### src/design/rlm_pkg.sv
`timescale 1ns / 1ps

package rlm_pkg;

   localparam int SAMPLE_W   = 16;
   localparam int COEF_W     = 16;
   localparam int RATE_W     = 17;
   localparam int CSR_IDX_W  = 3;
   localparam int CSR_DATA_W = 17;

   localparam int FILT_W    = 32;
   localparam int MAG_W     = 32;
   localparam int SUM_W     = 40;
   localparam int FLOOR_W   = 28;
   localparam int THRESH_W  = 33;
   localparam int ENV_W     = 16;
   localparam int LEVEL_W   = 8;
   localparam int OUT20_W   = 20;
   localparam int DIV_CNT_W = 6;

   localparam int MUL_A_W = 33;
   localparam int MUL_B_W = 18;
   localparam int MUL_P_W = 51;
   localparam int MUL_R_W = 40;
   localparam int SHIFT_RATE = 16;
   localparam int SHIFT_MULT = 12;

   localparam logic [ENV_W-1:0]  TARGET_MAX = 16'd65280;
   localparam logic [ENV_W-1:0]  LEVEL_RND  = 16'd128;
   localparam logic [RATE_W-1:0] RATE_ONE   = 17'd65536;

   localparam logic [COEF_W-1:0] RST_HIGHPASS_COEFF   = 16'd62259;
   localparam logic [COEF_W-1:0] RST_FLOOR_FALL_RATE  = 16'd3277;
   localparam logic [COEF_W-1:0] RST_FLOOR_RISE_RATE  = 16'd33;
   localparam logic [COEF_W-1:0] RST_FLOOR_MULTIPLIER = 16'd4506;
   localparam logic [COEF_W-1:0] RST_THRESHOLD_OFFSET = 16'd80;
   localparam logic [COEF_W-1:0] RST_LEVEL_GAIN       = 16'd6554;
   localparam logic [RATE_W-1:0] RST_ATTACK_RATE      = 17'd65536;
   localparam logic [RATE_W-1:0] RST_RELEASE_RATE     = 17'd29491;

   typedef enum logic [CSR_IDX_W-1:0] {
      CSR_HIGHPASS_COEFF   = 3'd0,
      CSR_FLOOR_FALL_RATE  = 3'd1,
      CSR_FLOOR_RISE_RATE  = 3'd2,
      CSR_FLOOR_MULTIPLIER = 3'd3,
      CSR_THRESHOLD_OFFSET = 3'd4,
      CSR_LEVEL_GAIN       = 3'd5,
      CSR_ATTACK_RATE      = 3'd6,
      CSR_RELEASE_RATE     = 3'd7
   } csr_index_type;

   typedef struct packed {
      logic                      start;
      logic                      shift16;
      logic signed [MUL_A_W-1:0] a;
      logic signed [MUL_B_W-1:0] b;
   } mul_req_type;

   typedef struct packed {
      logic                      valid;
      logic signed [MUL_R_W-1:0] value;
   } mul_rsp_type;

   typedef struct packed {
      logic             done;
      logic [SUM_W-1:0] quotient;
   } div_rsp_type;

endpackage

### src/design/rlm_mul.sv
`timescale 1ns / 1ps

// shared multiply, round half up, arithmetic shift; product and rounded result are registered in turn
module rlm_mul (
   input  logic                clock,
   input  logic                reset,
   input  rlm_pkg::mul_req_type req,
   output rlm_pkg::mul_rsp_type rsp
);

   logic signed [rlm_pkg::MUL_P_W-1:0] prod_ff;
   logic                               shift16_ff;
   logic                               v1_ff;
   logic                               v2_ff;
   logic signed [rlm_pkg::MUL_R_W-1:0] value_ff;

   logic signed [rlm_pkg::MUL_P_W-1:0] rnd;
   logic signed [rlm_pkg::MUL_P_W-1:0] biased;
   logic signed [rlm_pkg::MUL_P_W-1:0] shifted;
   logic signed [rlm_pkg::MUL_P_W-1:0] prod_in;

   assign prod_in = req.a * req.b;
   assign rnd     = shift16_ff ? (rlm_pkg::MUL_P_W'(1) <<< (rlm_pkg::SHIFT_RATE - 1))
                               : (rlm_pkg::MUL_P_W'(1) <<< (rlm_pkg::SHIFT_MULT - 1));
   assign biased  = prod_ff + rnd;
   assign shifted = shift16_ff ? (biased >>> rlm_pkg::SHIFT_RATE)
                               : (biased >>> rlm_pkg::SHIFT_MULT);

   always_ff @(posedge clock) begin
      if (reset) begin
         v1_ff <= 1'b0;
         v2_ff <= 1'b0;
      end else begin
         v1_ff <= req.start;
         v2_ff <= v1_ff;
      end
      prod_ff    <= prod_in;
      shift16_ff <= req.shift16;
      value_ff   <= shifted[rlm_pkg::MUL_R_W-1:0];
   end

   assign rsp.valid = v2_ff;
   assign rsp.value = value_ff;

endmodule

### src/design/rlm_div.sv
`timescale 1ns / 1ps

// restoring divider, one quotient bit per cycle
module rlm_div #(
   parameter int DVS_W = 9
) (
   input  logic                      clock,
   input  logic                      reset,
   input  logic                      start,
   input  logic [rlm_pkg::SUM_W-1:0] dividend,
   input  logic [DVS_W-1:0]          divisor,
   output rlm_pkg::div_rsp_type      rsp
);

   logic                          busy_ff;
   logic                          done_ff;
   logic [rlm_pkg::DIV_CNT_W-1:0] cnt_ff;
   logic [rlm_pkg::SUM_W-1:0]     quo_ff;
   logic [DVS_W-1:0]              rem_ff;
   logic [DVS_W-1:0]              dvs_ff;

   logic [DVS_W:0]   partial;
   logic [DVS_W:0]   diff;
   logic             fits;
   logic [DVS_W-1:0] rem_in;

   assign partial = {rem_ff, quo_ff[rlm_pkg::SUM_W-1]};
   assign diff    = partial - {1'b0, dvs_ff};
   assign fits    = partial >= {1'b0, dvs_ff};
   assign rem_in  = fits ? diff[DVS_W-1:0] : partial[DVS_W-1:0];

   always_ff @(posedge clock) begin
      if (reset) begin
         busy_ff <= 1'b0;
         done_ff <= 1'b0;
         cnt_ff  <= '0;
      end else begin
         done_ff <= 1'b0;
         if (start) begin
            busy_ff <= 1'b1;
            cnt_ff  <= '0;
            quo_ff  <= dividend;
            rem_ff  <= '0;
            dvs_ff  <= divisor;
         end else if (busy_ff) begin
            quo_ff <= {quo_ff[rlm_pkg::SUM_W-2:0], fits};
            rem_ff <= rem_in;
            cnt_ff <= cnt_ff + 1'b1;
            if (cnt_ff == rlm_pkg::DIV_CNT_W'(rlm_pkg::SUM_W - 1)) begin
               busy_ff <= 1'b0;
               done_ff <= 1'b1;
            end
         end
      end
   end

   assign rsp.done     = done_ff;
   assign rsp.quotient = quo_ff;

endmodule

### src/design/music_ring_level_meter.sv
`timescale 1ns / 1ps

// channel  direction  handshake            payload
// req      in         req_valid/req_stall  req_sample, req_last_in_chunk
// rsp      out        rsp_valid/rsp_stall  rsp_level, rsp_mean_magnitude, rsp_floor_level
// csr      in         csr_wr_en            csr_index, csr_wdata
//
// A sample that does not end its chunk is accepted, passes through the shared
// multiplier for the high-pass feedback, then goes through the accumulate step.
// The last sample of a chunk then goes through the 40-step divider for the mean and
// the shared multiplier for floor, threshold, target and envelope (target skipped
// when the mean is not above the threshold). Synchronous reset clears all filter,
// floor and envelope state. req_stall is high while an item is being worked on; a
// result waits in the output register under rsp_stall while the next item is taken.
module music_ring_level_meter #(
   parameter int MAX_CHUNK = 256
) (
   input  logic                                clock,
   input  logic                                reset,
   input  logic                                req_valid,
   output logic                                req_stall,
   input  logic signed [rlm_pkg::SAMPLE_W-1:0] req_sample,
   input  logic                                req_last_in_chunk,
   output logic                                rsp_valid,
   input  logic                                rsp_stall,
   output logic [rlm_pkg::LEVEL_W-1:0]         rsp_level,
   output logic [rlm_pkg::OUT20_W-1:0]         rsp_mean_magnitude,
   output logic [rlm_pkg::OUT20_W-1:0]         rsp_floor_level,
   input  logic                                csr_wr_en,
   input  logic [rlm_pkg::CSR_IDX_W-1:0]       csr_index,
   input  logic [rlm_pkg::CSR_DATA_W-1:0]      csr_wdata
);

   localparam int CNT_W = $clog2(MAX_CHUNK + 1);

   typedef enum logic [3:0] {
      ST_IDLE, ST_FILT, ST_ACC, ST_DIVS, ST_DIV, ST_FLOOR, ST_FLOORW,
      ST_THR, ST_THRW, ST_TGT, ST_TGTW, ST_ENV, ST_ENVW, ST_OUT
   } state_type;

   // configuration
   logic [rlm_pkg::COEF_W-1:0] hp_coeff_ff;
   logic [rlm_pkg::COEF_W-1:0] fall_rate_ff;
   logic [rlm_pkg::COEF_W-1:0] rise_rate_ff;
   logic [rlm_pkg::COEF_W-1:0] floor_mult_ff;
   logic [rlm_pkg::COEF_W-1:0] offset_ff;
   logic [rlm_pkg::COEF_W-1:0] gain_ff;
   logic [rlm_pkg::RATE_W-1:0] attack_ff;
   logic [rlm_pkg::RATE_W-1:0] release_ff;

   always_ff @(posedge clock) begin
      if (reset) begin
         hp_coeff_ff   <= rlm_pkg::RST_HIGHPASS_COEFF;
         fall_rate_ff  <= rlm_pkg::RST_FLOOR_FALL_RATE;
         rise_rate_ff  <= rlm_pkg::RST_FLOOR_RISE_RATE;
         floor_mult_ff <= rlm_pkg::RST_FLOOR_MULTIPLIER;
         offset_ff     <= rlm_pkg::RST_THRESHOLD_OFFSET;
         gain_ff       <= rlm_pkg::RST_LEVEL_GAIN;
         attack_ff     <= rlm_pkg::RST_ATTACK_RATE;
         release_ff    <= rlm_pkg::RST_RELEASE_RATE;
      end else if (csr_wr_en) begin
         unique case (rlm_pkg::csr_index_type'(csr_index))
            rlm_pkg::CSR_HIGHPASS_COEFF:   hp_coeff_ff   <= csr_wdata[rlm_pkg::COEF_W-1:0];
            rlm_pkg::CSR_FLOOR_FALL_RATE:  fall_rate_ff  <= csr_wdata[rlm_pkg::COEF_W-1:0];
            rlm_pkg::CSR_FLOOR_RISE_RATE:  rise_rate_ff  <= csr_wdata[rlm_pkg::COEF_W-1:0];
            rlm_pkg::CSR_FLOOR_MULTIPLIER: floor_mult_ff <= csr_wdata[rlm_pkg::COEF_W-1:0];
            rlm_pkg::CSR_THRESHOLD_OFFSET: offset_ff     <= csr_wdata[rlm_pkg::COEF_W-1:0];
            rlm_pkg::CSR_LEVEL_GAIN:       gain_ff       <= csr_wdata[rlm_pkg::COEF_W-1:0];
            rlm_pkg::CSR_ATTACK_RATE:      attack_ff     <= csr_wdata;
            rlm_pkg::CSR_RELEASE_RATE:     release_ff    <= csr_wdata;
            default: ;
         endcase
      end
   end

   // sequencer state
   state_type                          state_ff, state_in;
   logic signed [rlm_pkg::SAMPLE_W-1:0] x_ff, x_in;
   logic                               last_ff, last_in;
   logic signed [rlm_pkg::SAMPLE_W-1:0] prev_input_ff, prev_input_in;
   logic signed [rlm_pkg::FILT_W-1:0]   prev_filt_ff, prev_filt_in;
   logic [rlm_pkg::SUM_W-1:0]           sum_ff, sum_in;
   logic [CNT_W-1:0]                    count_ff, count_in;
   logic [rlm_pkg::SUM_W-1:0]           mean_ff, mean_in;
   logic [rlm_pkg::FLOOR_W-1:0]         floor_ff, floor_in;
   logic                                known_ff, known_in;
   logic [rlm_pkg::THRESH_W-1:0]        thresh_ff, thresh_in;
   logic [rlm_pkg::ENV_W-1:0]           target_ff, target_in;
   logic [rlm_pkg::ENV_W-1:0]           env_ff, env_in;
   logic                                rsp_valid_ff, rsp_valid_in;
   logic [rlm_pkg::LEVEL_W-1:0]         level_ff, level_in;
   logic [rlm_pkg::OUT20_W-1:0]         mean20_ff, mean20_in;
   logic [rlm_pkg::OUT20_W-1:0]         floorlv_ff, floorlv_in;

   rlm_pkg::mul_req_type mul_req;
   rlm_pkg::mul_rsp_type mul_rsp;
   rlm_pkg::div_rsp_type div_rsp;
   logic                 div_start;

   rlm_mul u_mul (
      .clock (clock),
      .reset (reset),
      .req   (mul_req),
      .rsp   (mul_rsp)
   );

   rlm_div #(.DVS_W(CNT_W)) u_div (
      .clock    (clock),
      .reset    (reset),
      .start    (div_start),
      .dividend (sum_ff),
      .divisor  (count_ff),
      .rsp      (div_rsp)
   );

   // filter datapath
   logic signed [rlm_pkg::SAMPLE_W:0]   dx;
   logic signed [rlm_pkg::FILT_W+1:0]   y_wide;
   logic signed [rlm_pkg::FILT_W-1:0]   y_sat;
   logic signed [rlm_pkg::FILT_W:0]     pf_ext;
   logic signed [rlm_pkg::FILT_W:0]     pf_neg;
   logic [rlm_pkg::MAG_W-1:0]           mag;
   logic [rlm_pkg::SUM_W:0]             sum_add;
   logic [rlm_pkg::SUM_W-1:0]           sum_sat;

   assign dx     = rlm_pkg::SAMPLE_W'(1)'(0) + ({x_ff[rlm_pkg::SAMPLE_W-1], x_ff}
                 - {prev_input_ff[rlm_pkg::SAMPLE_W-1], prev_input_ff});
   assign y_wide = ((rlm_pkg::FILT_W+2)'(dx) <<< 8)
                 + (rlm_pkg::FILT_W+2)'(mul_rsp.value[rlm_pkg::FILT_W+1:0]);
   always_comb begin
      if (y_wide > (rlm_pkg::FILT_W+2)'(33'sh0_7FFF_FFFF))
         y_sat = {1'b0, {(rlm_pkg::FILT_W-1){1'b1}}};
      else if (y_wide < -(rlm_pkg::FILT_W+2)'(33'sh0_8000_0000))
         y_sat = {1'b1, {(rlm_pkg::FILT_W-1){1'b0}}};
      else
         y_sat = y_wide[rlm_pkg::FILT_W-1:0];
   end
   assign pf_ext  = (rlm_pkg::FILT_W+1)'(prev_filt_ff);
   assign pf_neg  = -pf_ext;
   assign mag     = pf_ext[rlm_pkg::FILT_W] ? pf_neg[rlm_pkg::MAG_W-1:0]
                                            : pf_ext[rlm_pkg::MAG_W-1:0];
   assign sum_add = {1'b0, sum_ff} + (rlm_pkg::SUM_W+1)'(mag);
   assign sum_sat = sum_add[rlm_pkg::SUM_W] ? '1 : sum_add[rlm_pkg::SUM_W-1:0];

   // chunk-end datapath
   logic [rlm_pkg::FLOOR_W-1:0]        fmean;
   logic [rlm_pkg::FLOOR_W-1:0]        floor_eff;
   logic signed [rlm_pkg::FLOOR_W:0]   fdiff;
   logic [rlm_pkg::COEF_W-1:0]         floor_rate;
   logic [rlm_pkg::FLOOR_W-1:0]        floor_next;
   logic [rlm_pkg::THRESH_W-1:0]       thresh_next;
   logic signed [rlm_pkg::SUM_W+1:0]   tdiff;
   logic                               tdiff_pos;
   logic [rlm_pkg::MAG_W-1:0]          tdiff_sat;
   logic [rlm_pkg::ENV_W-1:0]          target_next;
   logic [rlm_pkg::RATE_W-1:0]         env_rate_raw;
   logic [rlm_pkg::RATE_W-1:0]         env_rate;
   logic signed [rlm_pkg::ENV_W:0]     ediff;
   logic signed [19:0]                 env_sum;
   logic [rlm_pkg::ENV_W-1:0]          env_next;
   logic [rlm_pkg::ENV_W-1:0]          env_rnd;

   assign fmean      = (|mean_ff[rlm_pkg::SUM_W-1:rlm_pkg::FLOOR_W]) ? '1
                                                         : mean_ff[rlm_pkg::FLOOR_W-1:0];
   assign floor_eff  = known_ff ? floor_ff : fmean;
   assign fdiff      = $signed({1'b0, fmean}) - $signed({1'b0, floor_eff});
   assign floor_rate = fdiff[rlm_pkg::FLOOR_W] ? fall_rate_ff : rise_rate_ff;
   assign floor_next = floor_ff + mul_rsp.value[rlm_pkg::FLOOR_W-1:0];
   assign thresh_next = rlm_pkg::THRESH_W'(mul_rsp.value[rlm_pkg::THRESH_W-1:0])
                      + rlm_pkg::THRESH_W'({offset_ff, 8'h00});
   assign tdiff      = $signed({2'b00, mean_ff})
                     - $signed({{(rlm_pkg::SUM_W+2-rlm_pkg::THRESH_W){1'b0}}, thresh_ff});
   assign tdiff_pos  = !tdiff[rlm_pkg::SUM_W+1] && (tdiff != '0);
   assign tdiff_sat  = (|tdiff[rlm_pkg::SUM_W:rlm_pkg::MAG_W]) ? '1
                                                               : tdiff[rlm_pkg::MAG_W-1:0];
   assign target_next = (mul_rsp.value > rlm_pkg::MUL_R_W'(rlm_pkg::TARGET_MAX))
                      ? rlm_pkg::TARGET_MAX : mul_rsp.value[rlm_pkg::ENV_W-1:0];
   assign env_rate_raw = (target_ff > env_ff) ? attack_ff : release_ff;
   assign env_rate   = env_rate_raw[rlm_pkg::RATE_W-1] ? rlm_pkg::RATE_ONE : env_rate_raw;
   assign ediff      = $signed({1'b0, target_ff}) - $signed({1'b0, env_ff});
   assign env_sum    = $signed({4'b0000, env_ff}) + $signed(mul_rsp.value[19:0]);
   always_comb begin
      if (env_sum[19])
         env_next = '0;
      else if (env_sum > $signed({4'b0000, rlm_pkg::TARGET_MAX}))
         env_next = rlm_pkg::TARGET_MAX;
      else
         env_next = env_sum[rlm_pkg::ENV_W-1:0];
   end
   assign env_rnd = env_ff + rlm_pkg::LEVEL_RND;

   always_comb begin
      state_in      = state_ff;
      x_in          = x_ff;
      last_in       = last_ff;
      prev_input_in = prev_input_ff;
      prev_filt_in  = prev_filt_ff;
      sum_in        = sum_ff;
      count_in      = count_ff;
      mean_in       = mean_ff;
      floor_in      = floor_ff;
      known_in      = known_ff;
      thresh_in     = thresh_ff;
      target_in     = target_ff;
      env_in        = env_ff;
      rsp_valid_in  = rsp_valid_ff;
      level_in      = level_ff;
      mean20_in     = mean20_ff;
      floorlv_in    = floorlv_ff;
      mul_req       = '0;
      div_start     = 1'b0;
      if (rsp_valid_ff && !rsp_stall)
         rsp_valid_in = 1'b0;
      unique case (state_ff)
         ST_IDLE: begin
            if (req_valid) begin
               x_in            = req_sample;
               last_in         = req_last_in_chunk;
               mul_req.start   = 1'b1;
               mul_req.shift16 = 1'b1;
               mul_req.a       = rlm_pkg::MUL_A_W'(prev_filt_ff);
               mul_req.b       = $signed({2'b00, hp_coeff_ff});
               state_in        = ST_FILT;
            end
         end
         ST_FILT: begin
            if (mul_rsp.valid) begin
               prev_filt_in  = y_sat;
               prev_input_in = x_ff;
               state_in      = ST_ACC;
            end
         end
         ST_ACC: begin
            if (count_ff < CNT_W'(MAX_CHUNK)) begin
               sum_in   = sum_sat;
               count_in = count_ff + 1'b1;
            end
            state_in = last_ff ? ST_DIVS : ST_IDLE;
         end
         ST_DIVS: begin
            div_start = 1'b1;
            sum_in    = '0;
            count_in  = '0;
            state_in  = ST_DIV;
         end
         ST_DIV: begin
            if (div_rsp.done) begin
               mean_in  = div_rsp.quotient;
               state_in = ST_FLOOR;
            end
         end
         ST_FLOOR: begin
            floor_in        = floor_eff;
            known_in        = 1'b1;
            mul_req.start   = 1'b1;
            mul_req.shift16 = 1'b1;
            mul_req.a       = rlm_pkg::MUL_A_W'(fdiff);
            mul_req.b       = $signed({2'b00, floor_rate});
            state_in        = ST_FLOORW;
         end
         ST_FLOORW: begin
            if (mul_rsp.valid) begin
               floor_in = floor_next;
               state_in = ST_THR;
            end
         end
         ST_THR: begin
            mul_req.start   = 1'b1;
            mul_req.shift16 = 1'b0;
            mul_req.a       = $signed({{(rlm_pkg::MUL_A_W-rlm_pkg::FLOOR_W){1'b0}}, floor_ff});
            mul_req.b       = $signed({2'b00, floor_mult_ff});
            state_in        = ST_THRW;
         end
         ST_THRW: begin
            if (mul_rsp.valid) begin
               thresh_in = thresh_next;
               state_in  = ST_TGT;
            end
         end
         ST_TGT: begin
            if (tdiff_pos) begin
               mul_req.start   = 1'b1;
               mul_req.shift16 = 1'b1;
               mul_req.a       = $signed({1'b0, tdiff_sat});
               mul_req.b       = $signed({2'b00, gain_ff});
               state_in        = ST_TGTW;
            end else begin
               target_in = '0;
               state_in  = ST_ENV;
            end
         end
         ST_TGTW: begin
            if (mul_rsp.valid) begin
               target_in = target_next;
               state_in  = ST_ENV;
            end
         end
         ST_ENV: begin
            mul_req.start   = 1'b1;
            mul_req.shift16 = 1'b1;
            mul_req.a       = rlm_pkg::MUL_A_W'(ediff);
            mul_req.b       = $signed({1'b0, env_rate});
            state_in        = ST_ENVW;
         end
         ST_ENVW: begin
            if (mul_rsp.valid) begin
               env_in   = env_next;
               state_in = ST_OUT;
            end
         end
         ST_OUT: begin
            if (!rsp_valid_ff || !rsp_stall) begin
               rsp_valid_in = 1'b1;
               level_in     = env_rnd[rlm_pkg::ENV_W-1:8];
               mean20_in    = (|mean_ff[rlm_pkg::SUM_W-1:rlm_pkg::FLOOR_W]) ? '1
                            : mean_ff[rlm_pkg::FLOOR_W-1:8];
               floorlv_in   = floor_ff[rlm_pkg::FLOOR_W-1:8];
               state_in     = ST_IDLE;
            end
         end
         default: state_in = ST_IDLE;
      endcase
   end

   always_ff @(posedge clock) begin
      if (reset) begin
         state_ff      <= ST_IDLE;
         prev_input_ff <= '0;
         prev_filt_ff  <= '0;
         sum_ff        <= '0;
         count_ff      <= '0;
         floor_ff      <= '0;
         known_ff      <= 1'b0;
         env_ff        <= '0;
         rsp_valid_ff  <= 1'b0;
      end else begin
         state_ff      <= state_in;
         prev_input_ff <= prev_input_in;
         prev_filt_ff  <= prev_filt_in;
         sum_ff        <= sum_in;
         count_ff      <= count_in;
         floor_ff      <= floor_in;
         known_ff      <= known_in;
         env_ff        <= env_in;
         rsp_valid_ff  <= rsp_valid_in;
      end
      x_ff       <= x_in;
      last_ff    <= last_in;
      mean_ff    <= mean_in;
      thresh_ff  <= thresh_in;
      target_ff  <= target_in;
      level_ff   <= level_in;
      mean20_ff  <= mean20_in;
      floorlv_ff <= floorlv_in;
   end

   assign req_stall          = (state_ff != ST_IDLE);
   assign rsp_valid          = rsp_valid_ff;
   assign rsp_level          = level_ff;
   assign rsp_mean_magnitude = mean20_ff;
   assign rsp_floor_level    = floorlv_ff;

   a_count_bound: assert property (@(posedge clock) disable iff (reset)
      count_ff <= CNT_W'(MAX_CHUNK))
      else $error("sample count above chunk limit");

   a_env_bound: assert property (@(posedge clock) disable iff (reset)
      env_ff <= rlm_pkg::TARGET_MAX)
      else $error("envelope out of range");

   a_div_done: assert property (@(posedge clock) disable iff (reset)
      div_rsp.done |-> state_ff == ST_DIV)
      else $error("divider result outside divide wait");

   a_mul_valid: assert property (@(posedge clock) disable iff (reset)
      mul_rsp.valid |-> (state_ff == ST_FILT || state_ff == ST_FLOORW ||
                         state_ff == ST_THRW || state_ff == ST_TGTW ||
                         state_ff == ST_ENVW))
      else $error("multiplier result outside a wait state");

   a_rsp_source: assert property (@(posedge clock) disable iff (reset)
      $rose(rsp_valid_ff) |-> $past(state_ff) == ST_OUT)
      else $error("result raised outside output state");

endmodule

### config.mk
export PLATFORM = sky130hd
export DESIGN_NAME = music_ring_level_meter
export DESIGN_NICKNAME = d
export VERILOG_FILES = /design/src/design/rlm_pkg.sv /design/src/design/rlm_mul.sv /design/src/design/rlm_div.sv /design/src/design/music_ring_level_meter.sv
export SDC_FILE = /design/constraint.sdc
export NUM_CORES = 2
export LEC_CHECK = 0
export ABC_AREA = 1
export CORE_MARGIN = 4
export CORE_UTILIZATION = 40
export CTS_CLUSTER_DIAMETER = 60
export CTS_CLUSTER_SIZE = 16
export DETAILED_ROUTE_END_ITERATION = 10
export DONT_BUFFER_PORTS = 1
export PLACE_DENSITY_LB_ADDON = 0.08
export REMOVE_ABC_BUFFERS = 1
export SLEW_MARGIN = 20
export SYNTH_ARGS = -nofsm -noshare
export SYNTH_HDL_FRONTEND = slang
export SYNTH_SLANG_ARGS = --single-unit
### constraint.sdc
create_clock -name clock -period 10.5 [get_ports clock]
set_input_delay 0 -clock clock [delete_from_list [all_inputs] [get_ports clock]]
set_output_delay 0 -clock clock [all_outputs]
set_load 0.01 [all_outputs]
Word level (Yosys, flattened, before mapping)
Index checks and enable logic that the tools add are counted.

Logic and storage cells: 180. Bits in registers: 590. Input port bits: 42.

Add/sub/neg operators: 15. $mul: 1. Mux-type cells: 50. Reduce and logical (&&, ||, !) cells: 38. Bitwise logic cells: 2. Equal/unequal tests: 31. Order comparisons: 7.

Operators with widths (number): case mux 53 bit (5 select lines) (1); two-way mux 40 bit (4); two-way mux 32 bit (4); two-way mux 16 bit (7); two-way mux 53 bit (2); two-way mux 28 bit (3); case mux 40 bit (2 select lines) (1); case mux 28 bit (2 select lines) (1); case mux 4 bit (14 select lines) (1); adder 51 x 17 -> 51 bit (1); multiplier 33 x 18 -> 51 bit (1); nonzero test 42 bit (1); adder 40 x 32 -> 41 bit (1); subtractor 40 x 33 -> 41 bit (1); > comparator 40 x 16 -> 1 bit (second input constant) (1); two-way mux 38 bit (1); AND reduction 2 bit (18); adder 34 bit (1); > comparator 34 x 32 -> 1 bit (second input constant) (1); less-than comparator 34 x 32 -> 1 bit (second input constant) (1); two-way mux 17 bit (2); subtractor 16 x 16 -> 17 bit (2); adder 33 x 24 -> 33 bit (1); two-way mux 4 bit (8); 41 further kinds (79).

Logic depth before layout (Yosys ltp)
Depth after elaboration: 7. Mapped depth: 55. Gate-level depth less buffers: 52.

By module
From an unflattened synthesis, not the netlist that was laid out.

Cells, all modules: 8259. Area total of the unflattened synthesis: 59370.7 um2.

By module, submodules not included: music_ring_level_meter (times used 1, cells each 4554, area each 31197.4 um2); rlm_mul (times used 1, cells each 3338, area each 24916.4 um2); rlm_div (times used 1, cells each 367, area each 3256.9 um2).

Least setup slack after synthesis
No wires, ideal clock.

Kind: flip-flop to flip-flop. Start point: reg mean_ff[33] in the netlist's numbering. End point: reg u_mul.prod_ff[48] in the netlist's numbering. Clock period less this slack: 9179 ps. Arrival time: 9057 ps. Path buffers: 4. Setup slack: 1321 ps. Cell stages (with the launch flop): 49. Library setup time: 122 ps. Cell sequence: edfxtp_1 > inv_1 > nand2_1 > nor4_1 > nand2_1 > inv_1 > clkbuf_1 > buf_1 > nand2_1 > fa_1 > nand3_1 > nand2_1 > a21oi_1 > inv_1 > nand2_1 > nand2_1 > nand4_1 > nand2_1 > [... 13 more ...] > fa_1 > inv_1 > fa_1 > inv_1 > ha_1 > a21oi_1 > o21a_1 > inv_1 > a21oi_1 > o21ai_0 > a21oi_1 > o21ai_0 > a21o_1 > nand2_1 > nand2_1 > nand3b_1 > nand2_1 > xor2_1.

Cells in the longest elaborated chain, start to end: 7.

RTL lines: from (decl) (line music_ring_level_meter.sv:84) `logic [rlm_pkg::SUM_W-1:0] mean_ff, mean_in;`; from (signal assigned) (line music_ring_level_meter.sv:349) `mean_ff <= mean_in;`; OR reduction 12 bit (line music_ring_level_meter.sv:163) `assign fmean = (|mean_ff[rlm_pkg::SUM_W-1:rlm_pkg::FLOOR_W]) ? '1`; two-way mux 28 bit (line music_ring_level_meter.sv:163); two-way mux 28 bit (line music_ring_level_meter.sv:165) `assign floor_eff = known_ff ? floor_ff : fmean;`; subtractor 28 x 28 -> 29 bit (line music_ring_level_meter.sv:166) `assign fdiff = $signed({1'b0, fmean}) - $signed({1'b0, floor_eff});`; two-way mux 16 bit (line music_ring_level_meter.sv:167) `assign floor_rate = fdiff[rlm_pkg::FLOOR_W] ? fall_rate_ff : rise_rate_ff;`; case mux 53 bit (5 select lines) * (line music_ring_level_meter.sv:214) `unique case (state_ff)`; multiplier 33 x 18 -> 51 bit * (line rlm_mul.sv:22) `assign prod_in = req.a * req.b;`; net u_mul.prod_in (one bit) (line rlm_mul.sv:20) `logic signed [rlm_pkg::MUL_P_W-1:0] prod_in;`; to (signal assigned) (line rlm_mul.sv:37) `prod_ff <= prod_in;`; to (decl) (line rlm_mul.sv:11) `logic signed [rlm_pkg::MUL_P_W-1:0] prod_ff;`.

Mark *: on every way through the listed nets, which the timed path passes. The rest lies on a longest branch. A chain may end at the register's enable or synchronous reset.

Worst setup path after layout
Start point: reg mean_ff[2] in the netlist's numbering. End point: reg u_mul.prod_ff[48] in the netlist's numbering.

Cells in the longest elaborated chain, start to end: 6.

RTL lines: subtractor 40 x 33 -> 41 bit / two-way mux 28 bit (equally long branches) (line music_ring_level_meter.sv:172, music_ring_level_meter.sv:163); nonzero test 42 bit (tied with other cells) (line music_ring_level_meter.sv:173) `assign tdiff_pos = !tdiff[rlm_pkg::SUM_W+1] && (tdiff != '0);`; logical AND 1 bit (tied with other cells) (line music_ring_level_meter.sv:173); two-way mux 53 bit / two-way mux 16 bit (equally long branches) (line music_ring_level_meter.sv:281, music_ring_level_meter.sv:167); case mux 53 bit (5 select lines) * (line music_ring_level_meter.sv:214); multiplier 33 x 18 -> 51 bit * (line rlm_mul.sv:22); net u_mul.prod_in (one bit) (line rlm_mul.sv:20).

Marked as above.

==> flow_metrics.env <==
export IMPL_critPathLaunchType="flop"
export IMPL_cts_inserted_buffers=61
export IMPL_final_common_cell="nand2_1"
export IMPL_grt_util_met1_pct=38.65
export IMPL_wl_um=214200
export IMPL_busiest_layer="met2"
export IMPL_worst_setup_path_type="flop to flop"
export IMPL_crit_path_end_kind="flop"
export IMPL_worst_slew_pin_transition_ns=1.102
export IMPL_maxCapViolCount=0
export IMPL_viasPerCell=5.212
export IMPL_drt_pre_antenna_iters=6
export IMPL_synth_area_per_cell_um2=7.413
export IMPL_slowest_stage="fa_1"
export IMPL_hold_viol=0
export IMPL_antenna_found_initial=9
export IMPL_outcome="finished, final reports clean"
export IMPL_die_y_um=384.9
export IMPL_clk_pin_slew_ns=0.07
export IMPL_crit_required_ns=11.08
export IMPL_portBuffers=0
export IMPL_synth_area_um2=56830
export IMPL_cp_common_cell="nand2_1"
export IMPL_rows=138
export IMPL_finalSetupViolations=0
export IMPL_slowest_delay_ns=0.57
export IMPL_final_cell_mix="1932 x nand2_1, 1470 x inv_1, 598 x nor2_1"
export IMPL_design_core_area_um2=141400
export IMPL_hp_class="input pin to flop"
export IMPL_clkLatencyLatePin_ns=0.73
export IMPL_fin_util_pct=44.13
export IMPL_synth_seq_area_share_pct=24.13
export IMPL_synthCells=7666
export IMPL_grt_pass1_vias=49820
export IMPL_drtIter0Drc=4222
export IMPL_start_util_pct=40.18
export IMPL_p_sw_mw=2.898
export IMPL_clock_fmax_mhz=100.3
export IMPL_combPwrFrac_pct=31.3
export IMPL_ant_nets=0
export IMPL_drive_gt1_share_pct=5.229
export IMPL_clock_sinks=579
export IMPL_synth_flop_cell="dfxtp_1"
export IMPL_root_buffer="clkbuf_16"
export IMPL_cp_max_fo=7
export IMPL_ys_warn_count=0
export IMPL_async_flop_share_pct=0
export IMPL_fin_nets=8639
export IMPL_drt_drc_violations_left=0
export IMPL_clockBufferDepth=3
export IMPL_gp_congestion=0.9785
export IMPL_grt_setup_unrepaired="no"
export IMPL_min_period_over_period_pct=95.00
export IMPL_via_count=50350
export IMPL_cts_tree="built"
export IMPL_grt_pass1_wl_um=320300
export IMPL_vdd_ir_drop_max_mv=0.1572
export IMPL_grt_use_met3_pct=3.820
export IMPL_leakage_nw=31.39
export IMPL_synth_seq_cells=579
export IMPL_grt_usage_pct=28.77
export IMPL_fin_setup_tns_ns=0
export IMPL_grt_use_met2_pct=47.15
export IMPL_p_int_mw=4.339
export IMPL_htree_levels=2
export IMPL_n_fill_cell=14580
export IMPL_switching_share_pct=40.05
export IMPL_skew_ns=0.07813
export IMPL_syn_to_final_growth_pct=9.816
export IMPL_synth_cell_type_count=70
export IMPL_wl_per_cell_um=22.17
export IMPL_overflow=0
export IMPL_synth_edf_count=212
export IMPL_io_pins=92
export IMPL_p_clk_share_pct=32.0
export IMPL_cp_arrival_ns=10.55
export IMPL_p_per_area_nw_per_um2=116.0
export IMPL_slew_viol_final=0
export IMPL_fin_crit_ns=9.975
export IMPL_slew_headroom_pct=26.40
export IMPL_die_x_um=384.9
export IMPL_dp_hpwl_um=171900
export IMPL_power_frac_seq_pct=36.7
export IMPL_grt_max_degree=95
export IMPL_dieArea_um2=148200
[synthesized netlist by cell type, types with 5 or more instances]
master / instances / area (um^2)
a2111oi_0: 6 / 52.55
a211oi_1: 16 / 120.1
a21boi_0: 12 / 90.09
a21o_1: 31 / 232.7
a21oi_1: 507 / 2537
a221oi_1: 8 / 70.07
a22oi_1: 12 / 90.09
a31oi_1: 40 / 250.2
buf_1: 8 / 30.03
buf_2: 63 / 315.3
buf_4: 20 / 150.1
buf_6: 5 / 56.30
clkbuf_1: 139 / 521.8
clkbuf_2: 13 / 65.06
clkinv_1: 10 / 37.54
dfxtp_1: 367 / 7347
edfxtp_1: 212 / 6366
fa_1: 544 / 10890
ha_1: 341 / 4267
inv_1: 1471 / 5522
inv_2: 11 / 41.29
nand2_1: 1937 / 7271
nand2_2: 25 / 156.4
nand3_1: 222 / 1111
nand3b_1: 8 / 60.06
nand3b_4: 5 / 100.1
nand4_1: 73 / 456.7
nand4_2: 6 / 75.07
nor2_1: 609 / 2286
nor2_2: 10 / 62.56
nor3_1: 65 / 325.3
nor4_1: 26 / 162.7
o211ai_1: 26 / 195.2
o21a_1: 15 / 112.6
o21ai_0: 407 / 2037
o21ai_1: 8 / 40.04
o21bai_1: 19 / 142.6
o221ai_1: 9 / 78.83
o22ai_1: 7 / 43.79
o31ai_1: 9 / 67.56
or2_2: 33 / 206.5
xnor2_1: 89 / 779.5
xor2_1: 176 / 1541
[worst paths after layout]
kind | slack [ns] | startpoint | endpoint | depth (start not counted)
setup / recovery | 0.53 | mean_ff[2] | u_mul.prod_ff[48] | 47
hold / removal | 0.04 | csr_wdata[16] | attack_ff[16] | 3
setup reg to reg | 0.53 | mean_ff[2] | u_mul.prod_ff[48] | 47
hold reg to reg | 0.39 | u_mul.v1_ff | u_mul.v2_ff | 2
[per-stage QoR]
| step | hold WS, ns | cells | area (um^2) | setup WS (ns) | power, mW |
|---|---|---|---|---|---|
| 3_3_place_gp | 0.09893 | 9465 | 59430 | -0.1100 | 4.884 |
| 4_1_cts | 0.02198 | 9652 | 62290 | 0.06926 | 7.257 |
| 2_1_floorplan | 0.06907 | 7417 | 55670 | 0.5662 | 3.977 |
| 6_report | 0.04367 | 9660 | 62400 | 0.5253 | 7.237 |
| 3_5_place_dp | 0.09892 | 9465 | 59430 | -0.2825 | 4.893 |
| 5_1_grt | 0.04850 | 9654 | 62390 | 0.01437 | 7.594 |
[cell families after synthesis]
family | Yosys count | synth area share, %
XOR/XNOR | 265 | 4.084
flip-flops | 579 | 24.13
AO/OA/AOI/OAI | 1152 | 11.18
adder cells (fa/ha/maj) | 885 | 26.67
AND/OR/NAND/NOR | 3038 | 21.93
buffers and inverters | 1741 | 11.89
multiplexers | 6 | 0.1145
[cell type report]
type	count	area, um^2	area share [%]
Multi-Input combinational cell	5346	36510	58.51
Sequential cell	579	13710	21.98
Inverter	1492	5605	8.982
Tap cell	1890	2365	3.789
Timing Repair Buffer	232	2068	3.314
Clock buffer	77	1670	2.677
Clock inverter	38	452.9	0.7258
Antenna cell	6	15.01	0.02406
[power groups by stage]
| stage | clock [mW] | sequential (mW) | combinational (mW) |
|---|---|---|---|
| 2_1_floorplan | 0 | 2.59 | 1.38 |
| 3_3_place_gp | 0 | 2.70 | 2.19 |
| 3_5_place_dp | 0 | 2.70 | 2.20 |
| 4_1_cts | 2.37 | 2.65 | 2.24 |
| 5_1_grt | 2.45 | 2.65 | 2.49 |
| 6_report | 2.32 | 2.65 | 2.26 |
[sequential cells by signal (all words and copies together) (netlist names), 17 cells and up]
register,count
u_mul.prod_ff,40
prev_filt_ff,32
rsp_mean_magnitude,20
sum_ff,40
release_ff,17
thresh_ff,33
attack_ff,17
u_mul.value_ff,39
u_div.quo_ff,40
floor_ff,28
rsp_floor_level,20
mean_ff,40
[critical path, delay by kind of cell, from the launching register on]
family / cells / cell delay [ns]
AND/OR/NAND/NOR: 20 / 2.76
adder cells (fa/ha/maj): 8 / 3.91
AO/OA/AOI/OAI: 7 / 1.22
XOR/XNOR: 2 / 0.65
buffers and inverters: 10 / 0.80
flip-flops: 1 / 0.48
[per-layer routing]
metal	vias to the layer above	share of wire, %
met2	1580	46
met1	24440	43
met5	-	0.013
li1	24020	-
met3	309	6.1
met4	4	4.5
[timing repair]
action                                 4_1_cts  5_1_grt
endpoints found under the hold margin      340        0
gates resized for setup                      3       25
pin swaps                                    0        1
setup endpoints to repair                    4       19
gates cloned                                 0        0
buffers inserted                             0        2
hold buffers                                72        0
Note: power is estimated with default switching activity, not from simulation.
